$ cat config.mk
export PLATFORM = sky130hd
export DESIGN_NAME = glyph_pixel_expander_unit
export DESIGN_NICKNAME = d
export VERILOG_FILES = /design/src/sv/gpe_pkg.sv /design/src/sv/glyph_pixel_expander_unit.sv /design/src/sv/gpe_lane.sv /design/src/sv/gpe_scan.sv
export SDC_FILE = /design/constraint.sdc
export NUM_CORES = 1
export LEC_CHECK = 0
export BUFFER_PORTS_ARGS = -buffer_cell sky130_fd_sc_hd__buf_2
export CAP_MARGIN = 25
export CELL_PAD_IN_SITES_DETAIL_PLACEMENT = 0
export CELL_PAD_IN_SITES_GLOBAL_PLACEMENT = 1
export CORE_ASPECT_RATIO = 1.75
export CORE_MARGIN = 2
export CORE_UTILIZATION = 50
export CTS_CLUSTER_SIZE = 12
export DETAILED_ROUTE_END_ITERATION = 16
export GPL_TIMING_DRIVEN = 0
export PLACE_DENSITY = 0.86
export SLEW_MARGIN = 0
export SYNTH_ARGS = -nofsm -noshare
export SYNTH_HDL_FRONTEND = slang
export SYNTH_SLANG_ARGS = --single-unit
$ cat constraint.sdc
create_clock -name clk -period 11.4 [get_ports clk]
set_input_delay 1.14 -clock clk [delete_from_list [all_inputs] [get_ports clk]]
set_output_delay 1.14 -clock clk [all_outputs]
set_load 0.01 [all_outputs]
$ cat src/sv/gpe_pkg.sv
// ----------------------------------------------------------------------------
// gpe_pkg
// Shared types, register indexes and the hex digit font for the glyph
// pixel expander.
// ----------------------------------------------------------------------------
package gpe_pkg;

    // Largest frame dimension honored for clipping and indexing.
    localparam logic [12:0] MAX_DIM = 13'd4096;

    // Configuration register indexes.
    localparam logic REG_FRAME_WIDTH  = 1'b0;
    localparam logic REG_FRAME_HEIGHT = 1'b1;

    // Draw commands.
    localparam logic CMD_GLYPH = 1'b0;
    localparam logic CMD_HEX   = 1'b1;

    // Dense 4x8 hex digit font, one nibble per row, row 0 in the low nibble.
    localparam logic [31:0] DIGIT_FONT [16] = '{
        32'h07555700, 32'h06222700, 32'h07174700, 32'h07171700,
        32'h05571100, 32'h07471700, 32'h07475700, 32'h07111100,
        32'h07575700, 32'h07571100, 32'h02575500, 32'h06565600,
        32'h03444300, 32'h06555600, 32'h07474700, 32'h07474400
    };

    // One pixel selected by the scanner in a given cycle.
    typedef struct packed {
        logic       valid;
        logic       last;
        logic [2:0] row;
        logic [2:0] col;
    } emit_t;

    // Builds an 8x8 bitmap showing a byte as two hex digits side by side.
    function automatic logic [63:0] hex_bitmap(input logic [7:0] value);
        logic [31:0] hi_glyph;
        logic [31:0] lo_glyph;
        logic [63:0] pix;
        hi_glyph = DIGIT_FONT[value[7:4]];
        lo_glyph = DIGIT_FONT[value[3:0]];
        pix      = '0;
        for (int r = 0; r < 8; r++)
        begin
            pix[r*8+4 +: 4] = hi_glyph[r*4 +: 4];
            pix[r*8   +: 4] = lo_glyph[r*4 +: 4];
        end
        return pix;
    endfunction

endpackage

$ cat src/sv/glyph_pixel_expander_unit.sv
// ----------------------------------------------------------------------------
// glyph_pixel_expander_unit
// Expands one 8x8 glyph draw request into clipped pixel writes.
//
// A request is transferred at a rising edge where start is high and busy is
// low. cmd selects raw glyph_bits or hex_byte drawn as two hex digits.
// Sixteen clipping lanes (eight columns, eight rows) check the cell against
// the frame in the transfer cycle, and the visible-pixel mask is stored in
// a one-entry request buffer. The scanner then emits one pixel per cycle,
// rows top to bottom, columns left to right, followed by a three-stage
// pipeline (coordinates, multiply, then add). Each pixel write is on the
// output ports for exactly one cycle with strobe high; last marks the final
// write of a request. The receiver cannot stall the outputs.
// With the scanner idle, a request moves from the request buffer into the
// scanner and then through the coordinate, multiply and add stages to the
// outputs. Throughput: one pixel per cycle; the scanner is the limit. A
// request has at most 64 visible pixels; one with none gives no write.
// The next request can be transferred while the previous one is scanned.
// Reset sets the frame to 640 x 480 and discards any work in flight.
// Frame registers are written through wr_en, wr_index and wr_data.
// ----------------------------------------------------------------------------
module glyph_pixel_expander_unit (
    input  logic               clk,
    input  logic               rst_n,
    // Configuration write port
    input  logic               wr_en,
    input  logic               wr_index,
    input  logic [12:0]        wr_data,
    // Request channel
    input  logic               start,
    output logic               busy,
    input  logic               cmd,
    input  logic [63:0]        glyph_bits,
    input  logic [7:0]         hex_byte,
    input  logic signed [13:0] x_origin,
    input  logic signed [13:0] y_origin,
    input  logic [23:0]        pen_color,
    // Pixel write channel
    output logic               strobe,
    output logic [11:0]        pixel_x,
    output logic [11:0]        pixel_y,
    output logic [23:0]        pixel_index,
    output logic [7:0]         red,
    output logic [7:0]         green,
    output logic [7:0]         blue,
    output logic               last
);
    import gpe_pkg::*;

    // Configuration registers
    logic [12:0] frame_width_reg;
    logic [12:0] frame_height_reg;
    logic [12:0] width_lim;
    logic [12:0] height_lim;

    // Request buffer
    logic               pend_valid_reg;
    logic               pend_valid_next;
    logic [63:0]        pend_mask_reg;
    logic signed [13:0] pend_x_reg;
    logic signed [13:0] pend_y_reg;
    logic [23:0]        pend_color_reg;

    // Fields of the glyph being scanned
    logic signed [13:0] cur_x_reg;
    logic signed [13:0] cur_y_reg;
    logic [23:0]        cur_color_reg;

    // Lane and merge signals
    logic        accept;
    logic        take;
    logic        load;
    logic [63:0] pix;
    logic [7:0]  col_ok;
    logic [7:0]  row_ok;
    logic [63:0] vis_mask;
    emit_t       emit;

    // Pipeline after the scanner
    logic        e1_valid_reg;
    logic        e1_last_reg;
    logic [11:0] e1_x_reg;
    logic [11:0] e1_y_reg;
    logic [23:0] e1_color_reg;
    logic [14:0] e1_x_sum;
    logic [14:0] e1_y_sum;
    logic        e2_valid_reg;
    logic        e2_last_reg;
    logic [11:0] e2_x_reg;
    logic [11:0] e2_y_reg;
    logic [23:0] e2_color_reg;
    logic [24:0] e2_prod;
    logic [23:0] e2_prod_reg;
    logic        out_valid_reg;
    logic        out_last_reg;
    logic [11:0] out_x_reg;
    logic [11:0] out_y_reg;
    logic [23:0] out_index_reg;
    logic [23:0] out_color_reg;

    // Configuration writes.
    always_ff @(posedge clk or negedge rst_n)
    begin
        if (!rst_n)
        begin
            frame_width_reg  <= 13'd640;
            frame_height_reg <= 13'd480;
        end
        else if (wr_en)
        begin
            case (wr_index)
                REG_FRAME_WIDTH:  frame_width_reg  <= wr_data;
                REG_FRAME_HEIGHT: frame_height_reg <= wr_data;
                default:          ;
            endcase
        end
    end

    // Oversized frames are treated as the largest supported frame.
    assign width_lim  = (frame_width_reg  > MAX_DIM) ? MAX_DIM : frame_width_reg;
    assign height_lim = (frame_height_reg > MAX_DIM) ? MAX_DIM : frame_height_reg;

    // Handshake: the buffer frees up in the cycle the scanner takes its content.
    assign busy   = pend_valid_reg && !take;
    assign accept = start && !busy;
    assign load   = pend_valid_reg && take;
    assign pend_valid_next = accept || (pend_valid_reg && !take);

    // Source bitmap.
    assign pix = (cmd == CMD_HEX) ? hex_bitmap(hex_byte) : glyph_bits;

    // Clipping lanes, one per column and one per row of the cell.
    for (genvar g = 0; g < 8; g++)
    begin : g_lane
        gpe_lane u_col_lane (
            .origin   (x_origin),
            .offset   (3'(g)),
            .limit    (width_lim),
            .in_range (col_ok[g])
        );
        gpe_lane u_row_lane (
            .origin   (y_origin),
            .offset   (3'(g)),
            .limit    (height_lim),
            .in_range (row_ok[g])
        );
    end

    // Merge the lanes with the bitmap into a scan-order mask (bit row*8+col).
    always_comb
    begin
        for (int r = 0; r < 8; r++)
        begin
            for (int c = 0; c < 8; c++)
            begin
                vis_mask[r*8+c] = pix[r*8+7-c] & row_ok[r] & col_ok[c];
            end
        end
    end

    // Request buffer.
    always_ff @(posedge clk or negedge rst_n)
    begin
        if (!rst_n)
        begin
            pend_valid_reg <= 1'b0;
        end
        else
        begin
            pend_valid_reg <= pend_valid_next;
        end
    end

    always_ff @(posedge clk)
    begin
        if (accept)
        begin
            pend_mask_reg  <= vis_mask;
            pend_x_reg     <= x_origin;
            pend_y_reg     <= y_origin;
            pend_color_reg <= pen_color;
        end
        if (load)
        begin
            cur_x_reg     <= pend_x_reg;
            cur_y_reg     <= pend_y_reg;
            cur_color_reg <= pend_color_reg;
        end
    end

    gpe_scan u_scan (
        .clk       (clk),
        .rst_n     (rst_n),
        .load      (load),
        .load_mask (pend_mask_reg),
        .take      (take),
        .emit      (emit)
    );

    // Stage 1: absolute coordinates of the selected pixel.
    assign e1_x_sum = {cur_x_reg[13], cur_x_reg} + {12'b0, emit.col};
    assign e1_y_sum = {cur_y_reg[13], cur_y_reg} + {12'b0, emit.row};

    // Stage 2: row times frame width.
    assign e2_prod = e1_y_reg * width_lim;

    always_ff @(posedge clk or negedge rst_n)
    begin
        if (!rst_n)
        begin
            e1_valid_reg  <= 1'b0;
            e2_valid_reg  <= 1'b0;
            out_valid_reg <= 1'b0;
        end
        else
        begin
            e1_valid_reg  <= emit.valid;
            e2_valid_reg  <= e1_valid_reg;
            out_valid_reg <= e2_valid_reg;
        end
    end

    always_ff @(posedge clk)
    begin
        e1_last_reg   <= emit.last;
        e1_x_reg      <= e1_x_sum[11:0];
        e1_y_reg      <= e1_y_sum[11:0];
        e1_color_reg  <= cur_color_reg;

        e2_last_reg   <= e1_last_reg;
        e2_x_reg      <= e1_x_reg;
        e2_y_reg      <= e1_y_reg;
        e2_color_reg  <= e1_color_reg;
        e2_prod_reg   <= e2_prod[23:0];

        // Stage 3: add the column to form the linear index.
        out_last_reg  <= e2_last_reg;
        out_x_reg     <= e2_x_reg;
        out_y_reg     <= e2_y_reg;
        out_color_reg <= e2_color_reg;
        out_index_reg <= e2_prod_reg + {12'b0, e2_x_reg};
    end

    // Output drive.
    assign strobe      = out_valid_reg;
    assign last        = out_last_reg;
    assign pixel_x     = out_x_reg;
    assign pixel_y     = out_y_reg;
    assign pixel_index = out_index_reg;
    assign red         = out_color_reg[23:16];
    assign green       = out_color_reg[15:8];
    assign blue        = out_color_reg[7:0];

    // A selected pixel in stage 1 passes through stages 2 and 3 to the outputs.
    assert property (@(posedge clk) disable iff (!rst_n)
        e1_valid_reg |-> ##2 strobe)
        else $error("pixel lost in the index pipeline");

    // Writes of one request come in consecutive cycles.
    assert property (@(posedge clk) disable iff (!rst_n)
        strobe && !last |=> strobe)
        else $error("gap inside the writes of one request");

    // Holding off requests only happens while a glyph is being scanned.
    assert property (@(posedge clk) disable iff (!rst_n)
        busy |-> emit.valid)
        else $error("busy while the scanner is idle");

endmodule

$ cat src/sv/gpe_lane.sv
// ----------------------------------------------------------------------------
// gpe_lane
// One clipping lane: checks whether origin plus a cell offset lies inside
// the range zero up to (not including) the frame limit.
// ----------------------------------------------------------------------------
module gpe_lane (
    input  logic signed [13:0] origin,
    input  logic        [2:0]  offset,
    input  logic        [12:0] limit,
    output logic               in_range
);
    logic [14:0] coord;

    // Sign-extended sum; a set top bit means the coordinate is negative.
    assign coord    = {origin[13], origin} + {12'b0, offset};
    assign in_range = !coord[14] && (coord[13:0] < {1'b0, limit});

endmodule

$ cat src/sv/gpe_scan.sv
// ----------------------------------------------------------------------------
// gpe_scan
// Pixel scanner: holds the visible-pixel mask of the current glyph and picks
// one pixel per cycle in row-major, left-to-right order.
// ----------------------------------------------------------------------------
module gpe_scan (
    input  logic                 clk,
    input  logic                 rst_n,
    input  logic                 load,
    input  logic [63:0]          load_mask,
    output logic                 take,
    output gpe_pkg::emit_t       emit
);
    import gpe_pkg::*;

    logic [63:0] mask_reg;
    logic [63:0] mask_next;
    logic [63:0] first_hit;
    logic [63:0] remaining;
    logic [5:0]  hit_index;

    // Isolate the lowest set bit, which is the next pixel in scan order.
    assign first_hit = mask_reg & (~mask_reg + 64'd1);
    assign remaining = mask_reg & ~first_hit;

    always_comb
    begin
        hit_index = '0;
        for (int i = 0; i < 64; i++)
        begin
            if (first_hit[i])
            begin
                hit_index = hit_index | i[5:0];
            end
        end
    end

    // The scanner takes a new glyph once the current one has at most one pixel left.
    assign take       = (remaining == '0);
    assign emit.valid = (mask_reg != '0);
    assign emit.last  = take;
    assign emit.row   = hit_index[5:3];
    assign emit.col   = hit_index[2:0];

    assign mask_next = load ? load_mask : remaining;

    always_ff @(posedge clk or negedge rst_n)
    begin
        if (!rst_n)
        begin
            mask_reg <= '0;
        end
        else
        begin
            mask_reg <= mask_next;
        end
    end

    // A glyph that is not finished keeps producing a pixel every cycle.
    assert property (@(posedge clk) disable iff (!rst_n)
        emit.valid && !take |=> emit.valid)
        else $error("scanner stopped before the glyph was finished");

    // Exactly one pixel is selected whenever the mask is not empty.
    assert property (@(posedge clk) disable iff (!rst_n)
        emit.valid |-> $onehot(first_hit))
        else $error("scanner selected other than one pixel");

endmodule
==> summary.md <==
| Metric | Value |
|---|---|
| Req. time, crit path | 11.82 ns |
| Rows | 114 |
| # nets final | 3524 |
| FF+latch count, synth | 449 |
| Period utilization | 0.627 |
| Worst setup path class | flop to flop |
| Die height | 316 µm |
| Sequential share of the synthesized area | 0.397 |
| Post-Synth Adder-Cell Area | 0.212 |
| Num CTS Buffers | 44 |
| Pwr Density | 162 nW/µm² |
| Global Route Usage Sum | 0.299 |
| Per-cell routed wire length | 23.1 µm |
| Net count after synthesis | 3256 |
| Largest family of logic cells by synthesized area | adder cells |
| Largest net degree at the start of global routing | 67 |
| Fraction of layout cells with a size suffix above 1 | 0.118 |
| Syn avg cell area | 10.3 µm² |
| Hold_sp | e2_y_reg[11] |
| Design Area, Final | 31200 µm² |
| Commonest cells after routing, fill and taps aside | ha_1, nand2_1, buf_2 |
| P_leak | 0.0141 µW |
| Worst-Margin Slew | 1.06 ns |
| FF-to-FF setup slack | 4.26 ns |
| Clk pin slew, worst setup/hold paths | 0.07 ns |
| Vias per cell | 5.80 |
| Crit-path max FO | 10 |
| Worst setup SP type | flop |
| CP dominant cell by count | fa_1 |
| First DRT Iteration DRCs | 1257 |
| Critical path, cell by cell | clkbuf_1 > clkbuf_1 > nor2b_1 > clkbuf_1 > nand2_1 > fa_1 > fa_1 > inv_1 > fa_1 > inv_1 > fa_1 > inv_1 > fa_1 > ha_1 > a21oi_1 > o21ai_0 > nor2b_1 > a221oi_1 > a21oi_1 > nand4_1 > nand3_1 > o41ai_1 > xnor2_1 |
| Core Region | 55200 µm² |
| I/O pin cnt | 218 |
| Post-route ant nets | 0 |
| Post-CTS Hold Buffers | 0 |
| FF-to-FF path depth | 23 |
| Dpl cells | 3628 |
| Area of the multi-input gates | 15700 µm² |
| RSZ-0062 raised after global routing | false |
| Cell count after synthesis | 2710 |
| Clock sink count | 449 |
| Routed Wire Length | 85.5 mm |
| Post-CTS Setup Bufs | 0 |
| Worst hold endpoint | pixel_y[11] |
| Buf+Inv Stages, Crit Path | 6 |
| Hpwl dp | 69.6 mm |
| Pins Over Slew Limit | 0 |
| CTS tree | done |
| GP Congestion | 0.978 |
| Most common cell after layout, fill and taps aside | ha_1 |
| Die width | 183 µm |
| Post-synthesis compound-gate area fraction | 0.115 |
| Post-synth ARST share | 0.209 |
| Maxcap violations | 0 |
| Gr ovfl total | 0 |
| Final Hold Violating Endpoints | 0 |
| Worst path slowest cell | fa_1 |
| Unique masters post-synth | 86 |
| DP Area | 29900 µm² |
| Setup TNS | 0 ns |
| CTS root buf | clkbuf_16 |
| Mux cell area share after synthesis | 0.0131 |
| Area delta synth->final | 12.0% |
| FF/Latch Area | 11100 µm² |
| CP arrival | 7.57 ns |
| Final Non-Filler Cells | 3707 |
| Synth Area in XOR/XNOR | 0.0631 |
| Drt drc | 0 |
| Total number of vias | 21.5k |
| Die area | 57700 µm² |
| Top FF cell, synth | dfxtp_1 |
| Worst-Skew Late Latency | 0.59 ns |
| Critical path's top delay family | adder cells |
| Clock Tree Buf Depth | 3 |
| Hold Path Class | flop to flop |
| Post-Synth Simple-Gate Area | 0.157 |
| H-tree depth | 2 |
| Ys Warns | 0 |
| EDFF count, synth | 160 |
| Largest stage delay, worst path | 0.53 ns |
| WHS Path Cells | 0 |
| Nature of the critical path endpoint | flop |
| Finish-stage setup viols | 0 |
| DRT Pass-1 Iters | 7 |
| Port bufs | 215 |
| Post_cts resized | 0 |
| Status | finished, final reports clean |
| Layout Skew | 0.0538 ns |
| First-pass GRT wire length | 131 mm |
| R2R Path Start | frame_width_reg[12] |
| Starting density of the core | 0.505 |
| Fmax | 140 MHz |
| Reg-to-reg critical path endpoint | e2_prod_reg[23] |
| Mapped Area | 27900 µm² |
| Slew HR | 0.293 |
| Number of global-route vias before repair | 22.8k |
| Peak VDD IR | 146 µV |
| Fin crit period | 7.14 ns |
| Initial antenna violation count | 6 |
| Layout fillers | 4903 |
[routing by layer]
layer / global-route usage / up-vias / share of wire
li1: - / 10000 / -
met1: 0.309 / 10400 / 0.35
met2: 0.565 / 834 / 0.53
met3: 0.0332 / 286 / 0.045
met4: 0.200 / 2 / 0.075
met5: 0 / - / 0.00019
[kinds of logic (layout without fill, tap and decap cells)]
| kind of cell | Yosys count | in the layout |
|---|---|---|
| buffers and inverters | 301 | 597 |
| DFF | 449 | 449 |
| and+or+nand+nor | 851 | 851 |
| other | 0 | 5 |
| adders and majority gates | 406 | 406 |
| AOI/OAI and AO/OA | 469 | 469 |
| xor gates and xnor gates | 201 | 201 |
| muxes | 33 | 33 |
[metrics by stage]
stage	power [µW]	hold WS, ns	worst slack (ns)	utilization
floorplan	3240	0.310	5.38	-
global placement	3700	0.310	3.18	0.540
detailed placement	3780	0.312	4.36	0.543
CTS	5110	0.289	4.29	0.565
global route	5420	0.304	3.73	0.566
finish	5070	0.283	4.26	0.566
[worst max-delay path by stage]
stage	slack [ns]	endpoint	depth (start not counted)	start
6_report	4.26	e2_prod_reg[23]	23	frame_width_reg[12]
5_1_grt	3.73	e2_prod_reg[23]	23	frame_width_reg[12]
4_1_cts	4.29	e2_prod_reg[23]	23	frame_width_reg[12]
3_5_place_dp	4.36	e2_prod_reg[23]	23	frame_width_reg[12]
3_3_place_gp	3.18	pend_y_reg[1]	9	u_scan.mask_reg[25]
2_1_floorplan	5.38	pend_color_reg[0]	10	u_scan.mask_reg[4]
[area by class of cell]
type	instances	share of cell area
buffer	100	0.0135
antenna	5	0.000401
clock inverter	7	0.00256
multi-input combinational	1960	0.501
clock buffer	67	0.0380
sequential	449	0.354
tap	696	0.0279
timing repair buffer	222	0.0376
inverter	201	0.0242
[cells in the mapped netlist, types with 7 or more instances]
library cell | number | share of area
a2111oi_0 | 11 | 0.0035
a211oi_1 | 20 | 0.0054
a21bo_2 | 11 | 0.0039
a21boi_0 | 11 | 0.0030
a21o_1 | 66 | 0.018
a21oi_1 | 121 | 0.022
a22o_1 | 38 | 0.012
and2_1 | 63 | 0.014
and3_1 | 36 | 0.0081
and4_1 | 18 | 0.0057
and4b_1 | 16 | 0.0057
buf_1 | 11 | 0.0015
clkbuf_1 | 79 | 0.011
dfrtp_1 | 88 | 0.079
dfxtp_1 | 195 | 0.14
edfxtp_1 | 160 | 0.17
fa_1 | 112 | 0.080
ha_1 | 291 | 0.13
inv_1 | 200 | 0.027
mux2_2 | 27 | 0.011
nand2_1 | 244 | 0.033
nand2b_1 | 18 | 0.0040
nand3_1 | 64 | 0.011
nand3b_1 | 8 | 0.0022
nand4_1 | 32 | 0.0072
nor2_1 | 156 | 0.021
nor2b_1 | 46 | 0.010
nor3_1 | 73 | 0.013
nor3b_1 | 7 | 0.0019
nor4_1 | 16 | 0.0036
o211ai_1 | 9 | 0.0024
o21a_1 | 15 | 0.0040
o21ai_0 | 68 | 0.012
o21bai_1 | 9 | 0.0024
o22ai_1 | 10 | 0.0022
o31ai_1 | 8 | 0.0022
or2_2 | 12 | 0.0027
or3_1 | 12 | 0.0027
or4_1 | 12 | 0.0032
xnor2_1 | 111 | 0.035
xor2_1 | 90 | 0.028
[report_power, final]
group	internal, µW	leakage (µW)	switching [µW]	total [µW]
clock	722	0.000606	602	1320
sequential	1780	0.00428	43.6	1820
combinational	819	0.00925	1110	1930
Power figures use the tool's default switching activity.
